### src/design/timed_note_event_queue_assert.svh
// Assertion macros for the timed note event queue.
`ifndef TIMED_NOTE_EVENT_QUEUE_ASSERT_SVH
`define TIMED_NOTE_EVENT_QUEUE_ASSERT_SVH

`ifndef ASSERT_OFF

// Check that cons holds in the same cycle as ante.
`define TNEQ_ASSERT_IMPLY(lbl, ante, cons, msg) \
  lbl: assert property (@(posedge clk) disable iff (rst) (ante) |-> (cons)) \
    else $error(msg);

// Check that cons holds in the cycle after ante.
`define TNEQ_ASSERT_NEXT(lbl, ante, cons, msg) \
  lbl: assert property (@(posedge clk) disable iff (rst) (ante) |=> (cons)) \
    else $error(msg);

`else

`define TNEQ_ASSERT_IMPLY(lbl, ante, cons, msg)
`define TNEQ_ASSERT_NEXT(lbl, ante, cons, msg)

`endif

`endif

### src/design/tneq_ram.sv
// Generic single-write, single-read RAM with registered read data.
`timescale 1ns / 1ps

module tneq_ram #(
  parameter int WIDTH = 8,
  parameter int DEPTH = 64
) (
  input  logic                     clk,
  input  logic                     wr_en,
  input  logic [$clog2(DEPTH)-1:0] wr_addr,
  input  logic [WIDTH-1:0]         wr_data,
  input  logic                     rd_en,
  input  logic [$clog2(DEPTH)-1:0] rd_addr,
  output logic [WIDTH-1:0]         rd_data
);

  logic [WIDTH-1:0] mem [DEPTH];

  // Write port
  always_ff @(posedge clk) begin
    if (wr_en) begin
      mem[wr_addr] <= wr_data;
    end
  end

  // Registered read port
  always_ff @(posedge clk) begin
    if (rd_en) begin
      rd_data <= mem[rd_addr];
    end
  end

endmodule

### config.mk
export PLATFORM = sky130hd
export DESIGN_NAME = tneq_ram
export DESIGN_NICKNAME = d
export VERILOG_FILES = /design/src/design/timed_note_event_queue_assert.svh /design/src/design/tneq_ram.sv
export SDC_FILE = /design/constraint.sdc
export NUM_CORES = 1
export LEC_CHECK = 0
export BUFFER_PORTS_ARGS = -buffer_cell sky130_fd_sc_hd__clkbuf_2
export CORE_ASPECT_RATIO = 1.75
export CORE_MARGIN = 3
export CORE_UTILIZATION = 60
export CTS_CLUSTER_DIAMETER = 50
export DETAILED_ROUTE_END_ITERATION = 6
export GPL_TIMING_DRIVEN = 0
export PLACE_DENSITY = 0.79
export SLEW_MARGIN = 20
export SYNTH_ARGS = -nofsm -noshare
export SYNTH_HDL_FRONTEND = slang
export SYNTH_SLANG_ARGS = --single-unit
### constraint.sdc
create_clock -name clk -period 4.7 [get_ports clk]
set_input_delay 0.235 -clock clk [delete_from_list [all_inputs] [get_ports clk]]
set_output_delay 0.235 -clock clk [all_outputs]
set_load 0.02 [all_outputs]
==> results of run 1 <==
-- power breakdown --
group | internal [mW] | switching [mW]
sequential | 5.14 | 0.00868
combinational | 0.182 | 0.330
clock | 2.03 | 1.60
total | 7.36 | 1.94
-- sequential cells by signal, summed over array words and instances (netlist names) --
register  cells
mem         512
rd_data       8
-- how the worst max path moves through the flow --
stage | to | slack, ns | cells past startpoint
2_1_floorplan | rd_data[3] | 2.66 | 7
3_3_place_gp | rd_data[7] | 1.74 | 9
3_5_place_dp | rd_data[7] | 1.71 | 9
4_1_cts | rd_data[7] | 2.29 | 9
5_1_grt | rd_data[5] | 2.24 | 9
6_report | rd_data[7] | 2.24 | 9
-- per-layer routing --
layer | GRT usage | routed length (µm)
met2 | 0.449 | 24700
met5 | 0 | 0
met1 | 0.330 | 15100
met3 | 0.0390 | 3520
met4 | 0.157 | 3460
-- area by class of cell --
| type | instances | area (µm²) | share of cell area |
|---|---|---|---|
| flip-flops and latches | 520 | 15600 | 0.697 |
| multi-input cells | 369 | 4330 | 0.193 |
| clock buffers | 52 | 1150 | 0.0515 |
| well taps | 450 | 563 | 0.0251 |
| plain buffers | 51 | 317 | 0.0141 |
| clock inverters | 26 | 270 | 0.0121 |
| repair buffers | 23 | 148 | 0.00659 |
| diodes | 1 | 2.50 | 0.000112 |
-- cells in the final DEF, fill, tap and decap left out, drive strengths merged, types with 2 or more instances in the layout --
master | synthesis | routed
o2bb2ai | 3 | 3
o221ai | 8 | 8
inv | 0 | 2
nor2 | 83 | 83
bufinv | 0 | 5
nand2 | 19 | 19
clkinv | 0 | 14
clkinvlp | 0 | 5
nand4 | 2 | 2
a221oi | 6 | 6
edfxtp | 520 | 520
a22oi | 3 | 3
clkbuf | 17 | 90
mux4 | 126 | 126
nor3 | 7 | 7
buf | 34 | 36
nand2b | 7 | 7
mux2 | 13 | 13
o22ai | 8 | 8
a21oi | 3 | 3
o21a | 2 | 2
o2111ai | 3 | 3
nand3b | 3 | 3
nor2b | 14 | 14
o32ai | 2 | 2
a2111oi | 2 | 2
o41ai | 2 | 2
o221a | 2 | 2
mux2i | 23 | 23
nand3 | 13 | 13
nor4 | 2 | 2
o21ai | 4 | 4
a211oi | 4 | 4
-- stage by stage --
stage / utilization / hold WS, ns / setup WS, ns / cells / cell area [µm²]
5_1_grt: 0.676 / 0.0380 / 2.24 / 1491 / 22400
4_1_cts: 0.676 / 0.00869 / 2.29 / 1491 / 22400
2_1_floorplan: - / 0.334 / 2.66 / 940 / 20200
3_5_place_dp: 0.633 / 0.588 / 1.71 / 1413 / 21000
6_report: 0.676 / 0.0167 / 2.24 / 1492 / 22400
3_3_place_gp: 0.631 / 0.577 / 1.74 / 1412 / 20900
-- kinds of logic (layout without fill, tap and decap cells) --
kind of cell / Yosys count / count (layout) / share of synthesized area
compound gates: 54 / 54 / 0.0206
flops: 520 / 520 / 0.771
buf+inv: 51 / 152 / 0.0156
mux: 162 / 162 / 0.159
other cells: 0 / 1 / 0
simple gates: 153 / 153 / 0.0337
-- worst max-delay path: cells and delay by family --
kind	cells	cell delay [ns]
buf+inv	4	1.36
compound gates	2	0.28
mux	2	0.71
simple gates	1	0.13
==> results.py, run 1 <==
metrics = {
    "routing": {
        "firstDrtPassIters": 7,
        "vias_per_cell": 6.63,
        "routed_wl_um": 46800,
        "ant_nets": 0,
        "route.vias.total": 9887,
        "avgRoutedWirePerCell_um": 31.3,
        "drc": 2,
        "drt-initial-drc-count": 1194,
    },
    "floorplanning": {
        "die_x_um": 145,
        "start_util": 0.611,
        "row_count": 88,
        "core_area_mm2": 0.0331,
        "die-area_mm2": 0.0361,
        "die_h_um": 249,
        "ios": 31,
    },
    "finish": {
        "area_delta_synth_final_pct": 10.6,
        "drive_gt1_frac": 0.250,
        "num-fill-cells": 1993,
        "final_net_count": 1032,
    },
    "placed_design": {
        "port-buffer-count": 22,
        "place_congestion": 0.976,
        "dp_hpwl_um": 30900,
    },
    "cts": {
        "ctsHoldBuffers": 0,
        "cts.sink_count": 520,
        "clk_pin_slew_ns": 0.07,
        "cts_buffers": 44,
        "postCtsSetupRepairBufs": 0,
        "cts_max_level": 2,
        "cts_resized": 0,
        "ctsRootBufferMaster": "clkbuf_16",
        "cts_max_path_buffers": 3,
        "clk_latency_ns": 0.56,
        "cts_tree": "built",
    },
    "worst_setup_path": {
        "crit_fanout": 10,
        "reg2reg_slack_ns": 2.58,
        "cp_slowest_stage_delay_ns": 0.47,
        "regToRegStartpoint": "mem[51][7]",
        "crit_arrival_ns": 2.75,
        "crit_path_start_kind": "input port",
        "worstPathCellList": "buf_4, buf_2, buf_4, buf_2, mux4_2, mux2i_1, a21oi_1, o21ai_0, nand2_1",
        "crit_slowest_cell": "buf_2",
        "crit_path_start": "rd_addr[1]",
        "worstPathRequired_ns": 4.99,
        "cp-end-kind": "flip-flop",
        "r2r-end": "rd_data[7]",
        "crit_type": "in2reg",
        "reg2reg_depth": 4,
    },
    "yosys": {
        "synth.area.top_cells": "edfxtp_1 (77%), mux4_2 (14%), nor2_1 (1.5%), mux2i_1 (1.1%), mux2_2 (0.72%)",
        "avgSynthCellArea_um2": 21.5,
        "async_reset_ff_frac": 0,
        "yosys_register_bits": 520,
        "yosysTopAreaCell": "edfxtp_1",
        "synthMostInstantiatedCell": "edfxtp_1",
        "synth_top_flop_cell": "edfxtp_1",
        "yosysSeqAreaShare": 0.771,
        "yosysUniqueCellTypes": 39,
        "synth_edf_count": 520,
        "synth_top_area_share": 0.771,
        "synth_warnings": 0,
        "ys_top_cells_by_count": "edfxtp_1 (520), mux4_2 (126), nor2_1 (83)",
        "netlist_area_mm2": 0.0202,
        "synth_fp_nets": 963,
        "synth_cells": 940,
    },
    "timing": {
        "max_freq_mhz": 407,
        "slew_headroom": 0.332,
        "maxSlewViolCount": 0,
        "post-route-period-util": 0.523,
        "setup_viol": 0,
        "hold_violations": 0,
        "finalSetupTns_ns": 0,
        "skew_ns": 0.00899,
        "post-route-min-period_ns": 2.46,
        "grt_setup_unrepaired": "false",
        "tightest_slew_ns": 1.00,
    },
    "global_routing": {
        "grt_overflow": 0,
        "grt_start_max_net_pins": 65,
        "grt_antenna_before_repair": 0,
        "grt_pass1_vias": 10174,
        "grt_pass1_wl_um": 68400,
        "grt.total_usage": 0.268,
    },
    "power_and_ir_drop": {
        "power.leakage_nw": 6.92,
        "power.total_mw": 9.30,
        "power_density_mw_per_mm2": 415,
        "ir_drop_mv": 0.320,
    },
    "worst_hold_path": {
        "holdPathStages": 1,
        "hp-class": "in2reg",
        "min_to": "rd_data[2]",
        "min_from": "rd_en",
    },
    "run_status": {
        "outcome": "finished, violations left",
        "violations": "DRC",
    },
    "flow_run": {
        "maxCapViolCount": 0,
    },
}
(Power assumes the default switching activity.)
==> run 2: changes to the inputs <==
- clock period: 4.7 -> 2.3 ns (I/O delays scaled with it)
==> results.py, run 2 (synthesis results as in run 1) <==
metrics = {
    "run_status": {
        "outcome": "finished clean",
    },
    "worst_setup_path": {
        "cp-end-kind": "flip-flop",
        "reg2reg_depth": 4,
        "crit_path_start_kind": "input port",
        "crit_fanout": 10,
        "regToRegStartpoint": "mem[51][7]",
        "reg2reg_slack_ns": 0.12,
        "worstPathRequired_ns": 2.57,
        "crit_arrival_ns": 2.54,
        "crit_type": "in2reg",
        "r2r-end": "rd_data[7]",
    },
    "routing": {
        "routed_wl_um": 46600,
        "route.vias.total": 9855,
        "vias_per_cell": 6.61,
        "drt-initial-drc-count": 1273,
        "ant_nets": 0,
        "firstDrtPassIters": 7,
        "drc": 0,
        "avgRoutedWirePerCell_um": 31.3,
    },
    "finish": {
        "final_net_count": 1033,
        "largest_register": "mem",
        "final_cell_area_mm2": 0.0224,
        "post-route-util": 0.676,
        "final_cell_mix": "edfxtp_1 (520), mux4_2 (126), nor2_1 (83)",
        "reg_top3": "mem: 512 flops, rd_data: 8 flops",
        "num-fill-cells": 1994,
        "final_common_cell": "edfxtp_1",
        "area_delta_synth_final_pct": 10.7,
        "largest_reg_flops": 512,
        "drive_gt1_frac": 0.250,
        "diodes": 0,
        "regArea_mm2": 0.0156,
        "multi_input_area_mm2": 0.00433,
    },
    "timing": {
        "hold_violations": 0,
        "finalSetupTns_ns": 0,
        "skew_ns": 0.0110,
        "fin_ws_ns": 0.0277,
        "maxSlewViolCount": 0,
        "setup_viol": 0,
        "post-route-period-util": 0.988,
        "max_freq_mhz": 440,
        "post-route-min-period_ns": 2.27,
        "slew_headroom": 0.359,
        "tightest_slew_ns": 0.961,
        "grt_setup_unrepaired": "false",
    },
    "worst_hold_path": {
        "hp-class": "in2reg",
        "min_to": "rd_data[3]",
        "holdPathStages": 2,
        "min_from": "rd_addr[5]",
    },
    "placed_design": {
        "preCtsSetupSlack_ns": -0.566,
        "placed_area_mm2": 0.0210,
        "port-buffer-count": 22,
        "place_congestion": 0.976,
        "dp_hpwl_um": 30900,
    },
    "cts": {
        "clk_pin_slew_ns": 0.07,
        "ctsRootBufferMaster": "clkbuf_16",
        "cts_tree": "built",
        "cts_buffers": 44,
        "clk_latency_ns": 0.56,
        "cts_max_path_buffers": 3,
        "cts.sink_count": 520,
        "postCtsSetupRepairBufs": 0,
        "cts_max_level": 2,
    },
    "flow_run": {
        "maxCapViolCount": 0,
    },
    "floorplanning": {
        "die_h_um": 249,
        "ios": 31,
        "row_count": 88,
        "die_x_um": 145,
        "core_area_mm2": 0.0331,
        "start_util": 0.611,
        "die-area_mm2": 0.0361,
    },
    "global_routing": {
        "grt_antenna_before_repair": 0,
        "grt.total_usage": 0.268,
        "grt_start_max_net_pins": 65,
        "grt_pass1_vias": 10174,
        "grt_pass1_wl_um": 68400,
        "grt_overflow": 0,
    },
    "power_and_ir_drop": {
        "p_comb_frac": 0.055,
        "power.leakage_nw": 6.93,
        "power_density_mw_per_mm2": 848,
        "swShare": 0.208,
        "p_sw_mw": 3.95,
        "p_int_mw": 15.0,
        "ir_drop_mv": 0.655,
        "power.total_mw": 19.0,
        "p_seq_frac": 0.554,
        "power_frac_clock": 0.391,
    },
}
-- run 2: cell count changes in the layout (fill, tap and decap cells not counted), sizes merged --
cell / delta
dlygate4sd3: +1
diode: -1
clkbuf: +2
buf: -2
-- run 2: worst max path at each step --
stage	startpoint	endpoint	depth (start not counted)	slack (ns)
2_1_floorplan	rd_addr[1]	rd_data[3]	7	0.38
3_3_place_gp	rd_addr[1]	rd_data[7]	9	-0.54
3_5_place_dp	rd_addr[1]	rd_data[7]	9	-0.57
4_1_cts	rd_addr[1]	rd_data[7]	9	0.01
5_1_grt	rd_addr[1]	rd_data[7]	8	0.03
6_report	rd_addr[1]	rd_data[6]	8	0.03
-- run 2: critical path, cell delays in order --
cell and delay (ns):
buf_4 0.18, buf_2 0.37, buf_1 0.74, mux4_2 0.41, mux2i_1 0.33, nand3_1 0.13, nand3_1 0.12, o32ai_1 0.12
-- run 2: layout make-up --
cell class,instances,area share
plain buffers,51,0.0143
clock buffers,52,0.0514
clock inverters,26,0.0121
multi-input cells,369,0.193
flip-flops and latches,520,0.697
well taps,450,0.0251
repair buffers,24,0.00704
-- run 2: through the flow --
stage | instances | hold WS [ns]
3_5_place_dp | 1413 | 0.468
3_3_place_gp | 1412 | 0.457
4_1_cts | 1492 | 0.0106
5_1_grt | 1492 | 0.0398
6_report | 1492 | 0.0563
2_1_floorplan | 940 | 0.214
-- run 2: power groups by stage --
| stage | Clock, mW | Combinational [mW] | Sequential, mW |
|---|---|---|---|
| after global routing | 7.83 | 1.09 | 10.5 |
| after global placement | 0 | 1.01 | 10.7 |
| after detailed placement | 0 | 1.04 | 10.7 |
| after floorplan | 0 | 0.559 | 10.7 |
| final | 7.42 | 1.05 | 10.5 |
| after CTS | 7.48 | 1.04 | 10.5 |
-- run 2: repair_timing --
action | 4_1_cts | 5_1_grt
endpoints found under the hold margin | 8 | 0
setup endpoints to repair | 0 | 3
gates resized for setup | 0 | 3
hold buffers | 1 | 0
-- run 2: routing by layer --
layer,part of all wire,track usage,vias up
met1,0.33,0.330,5081
met5,0,0,-
met4,0.074,0.157,0
met3,0.074,0.0390,150
li1,-,-,4062
met2,0.53,0.449,562
==> run 3: changes to the inputs <==
- CELL_PAD_IN_SITES_DETAIL_PLACEMENT: not set -> 1
- CELL_PAD_IN_SITES_GLOBAL_PLACEMENT: not set -> 2
- CORE_UTILIZATION: 60 -> 50
- PLACE_DENSITY: 0.79 -> 0.82
==> results.py, run 3 (synthesis results as in run 1) <==
metrics = {
    "cts": {
        "clk_pin_slew_ns": 0.07,
        "cts.sink_count": 520,
        "postCtsSetupRepairBufs": 0,
        "cts_buffers": 45,
        "ctsRootBufferMaster": "clkbuf_16",
        "cts_max_path_buffers": 3,
        "cts_tree": "built",
        "clk_latency_ns": 0.56,
        "cts_max_level": 2,
    },
    "floorplanning": {
        "start_util": 0.511,
        "ios": 31,
        "die_x_um": 158,
        "row_count": 96,
        "die_h_um": 272,
        "die-area_mm2": 0.0430,
        "core_area_mm2": 0.0396,
    },
    "global_routing": {
        "grt.total_usage": 0.252,
        "grt_overflow": 0,
        "grt_pass1_wl_um": 75600,
        "grt_pass1_vias": 10733,
        "grt_antenna_before_repair": 0,
        "grt_start_max_net_pins": 65,
    },
    "worst_hold_path": {
        "holdPathStages": 2,
        "min_to": "rd_data[3]",
        "min_from": "rd_addr[5]",
        "hp-class": "in2reg",
    },
    "placed_design": {
        "place_congestion": 0.855,
        "dp_hpwl_um": 35100,
        "place.detailed.instances": 1452,
        "placed_area_mm2": 0.0210,
        "port-buffer-count": 22,
    },
    "flow_run": {
        "maxCapViolCount": 0,
    },
    "worst_setup_path": {
        "r2r-end": "rd_data[6]",
        "reg2reg_depth": 5,
        "crit_slowest_cell": "mux4_2",
        "crit_arrival_ns": 2.46,
        "regToRegStartpoint": "mem[28][6]",
        "worstPathRequired_ns": 2.56,
        "crit_fanout": 1,
        "worstPathCellList": "mux4_2, mux2_2, o221a_2, nor3_1, o32ai_1",
        "cp_top_family": "multiplexers",
        "cp_slowest_stage_delay_ns": 0.46,
        "crit_buf_inv": 0,
        "crit_type": "reg2reg",
        "crit_path_start_kind": "flip-flop",
        "cp-end-kind": "flip-flop",
        "reg2reg_slack_ns": 0.1,
    },
    "timing": {
        "finalSetupTns_ns": 0,
        "maxSlewViolCount": 0,
        "post-route-min-period_ns": 2.20,
        "max_freq_mhz": 454,
        "slew_headroom": 0.253,
        "hold_violations": 0,
        "tightest_slew_ns": 1.12,
        "setup_viol": 0,
        "post-route-period-util": 0.957,
        "grt_setup_unrepaired": "false",
        "skew_ns": 0.0114,
        "hold_slack_ns": 0.0854,
    },
    "finish": {
        "final_net_count": 1033,
        "final_cell_area_mm2": 0.0224,
        "final_cell_mix": "edfxtp_1 (520), mux4_2 (126), nor2_1 (83)",
        "reg_top3": "mem: 512 flops, rd_data: 8 flops",
        "drive_gt1_frac": 0.251,
        "largest_register": "mem",
        "final_common_cell": "edfxtp_1",
        "final_cell_count_no_fill": 1531,
        "largest_reg_flops": 512,
        "diodes": 0,
        "num-fill-cells": 3382,
        "area_delta_synth_final_pct": 10.6,
    },
    "routing": {
        "firstDrtPassIters": 5,
        "route.vias.total": 9751,
        "ant_nets": 0,
        "routed_wl_um": 52800,
        "drt-initial-drc-count": 974,
        "avgRoutedWirePerCell_um": 34.5,
        "vias_per_cell": 6.37,
        "drc": 0,
    },
    "power_and_ir_drop": {
        "power.total_mw": 18.8,
        "power_density_mw_per_mm2": 842,
        "power.leakage_nw": 6.92,
        "ir_drop_mv": 0.755,
    },
    "run_status": {
        "outcome": "finished clean",
    },
}
-- run 3: cell types whose count changed in the layout (fill, tap and decap cells not counted), sizes merged, moves of 2 or more --
cell	change
clkinv	+7
clkinvlp	-5
buf	-3
bufinv	-2
clkbuf	+2
-- run 3: cell type report --
class,count,area [µm²],area share
Clock buffer,53,1160,0.0516
Multi-Input combinational cell,369,4330,0.194
Tap cell,490,613,0.0274
Sequential cell,520,15600,0.698
Buffer,51,335,0.0150
Clock inverter,25,191,0.00855
Timing Repair Buffer,23,140,0.00626
-- run 3: power by group --
| part | leakage (nW) | switching (mW) | internal (mW) |
|---|---|---|---|
| Combinational | 1.57 | 0.717 | 0.374 |
| Sequential | 4.69 | 0.0191 | 10.5 |
| Clock | 0.670 | 3.31 | 3.92 |
-- run 3: metrics by stage --
stage	utilization	setup slack, ns
final	0.565	0.0991
after global routing	0.565	0.0256
after CTS	0.564	0.0206
after detailed placement	0.530	-0.821
after global placement	0.529	-0.728
after floorplan	-	0.379
-- run 3: worst max path at each step --
stage	start	end	slack, ns	depth (start not counted)
6_report	mem[28][6]	rd_data[6]	0.1	5
5_1_grt	mem[55][7]	rd_data[7]	0.03	4
4_1_cts	rd_addr[1]	rd_data[5]	0.02	9
3_5_place_dp	rd_addr[1]	rd_data[7]	-0.82	9
3_3_place_gp	rd_addr[1]	rd_data[6]	-0.73	8
2_1_floorplan	rd_addr[1]	rd_data[3]	0.38	7
-- run 3: metal layers --
metal	wire, µm	share of wire	track usage
met1	18400	0.35	0.293
met4	3500	0.066	0.140
met5	0	0	0
met2	28500	0.54	0.446
met3	2410	0.046	0.0321
-- run 3: what timing repair did --
item / in CTS / in global routing
endpoints found under the setup margin: 6 / 6
resized for setup: 5 / 7
hold buffers: 1 / 0
hold endpoints to repair: 8 / 0
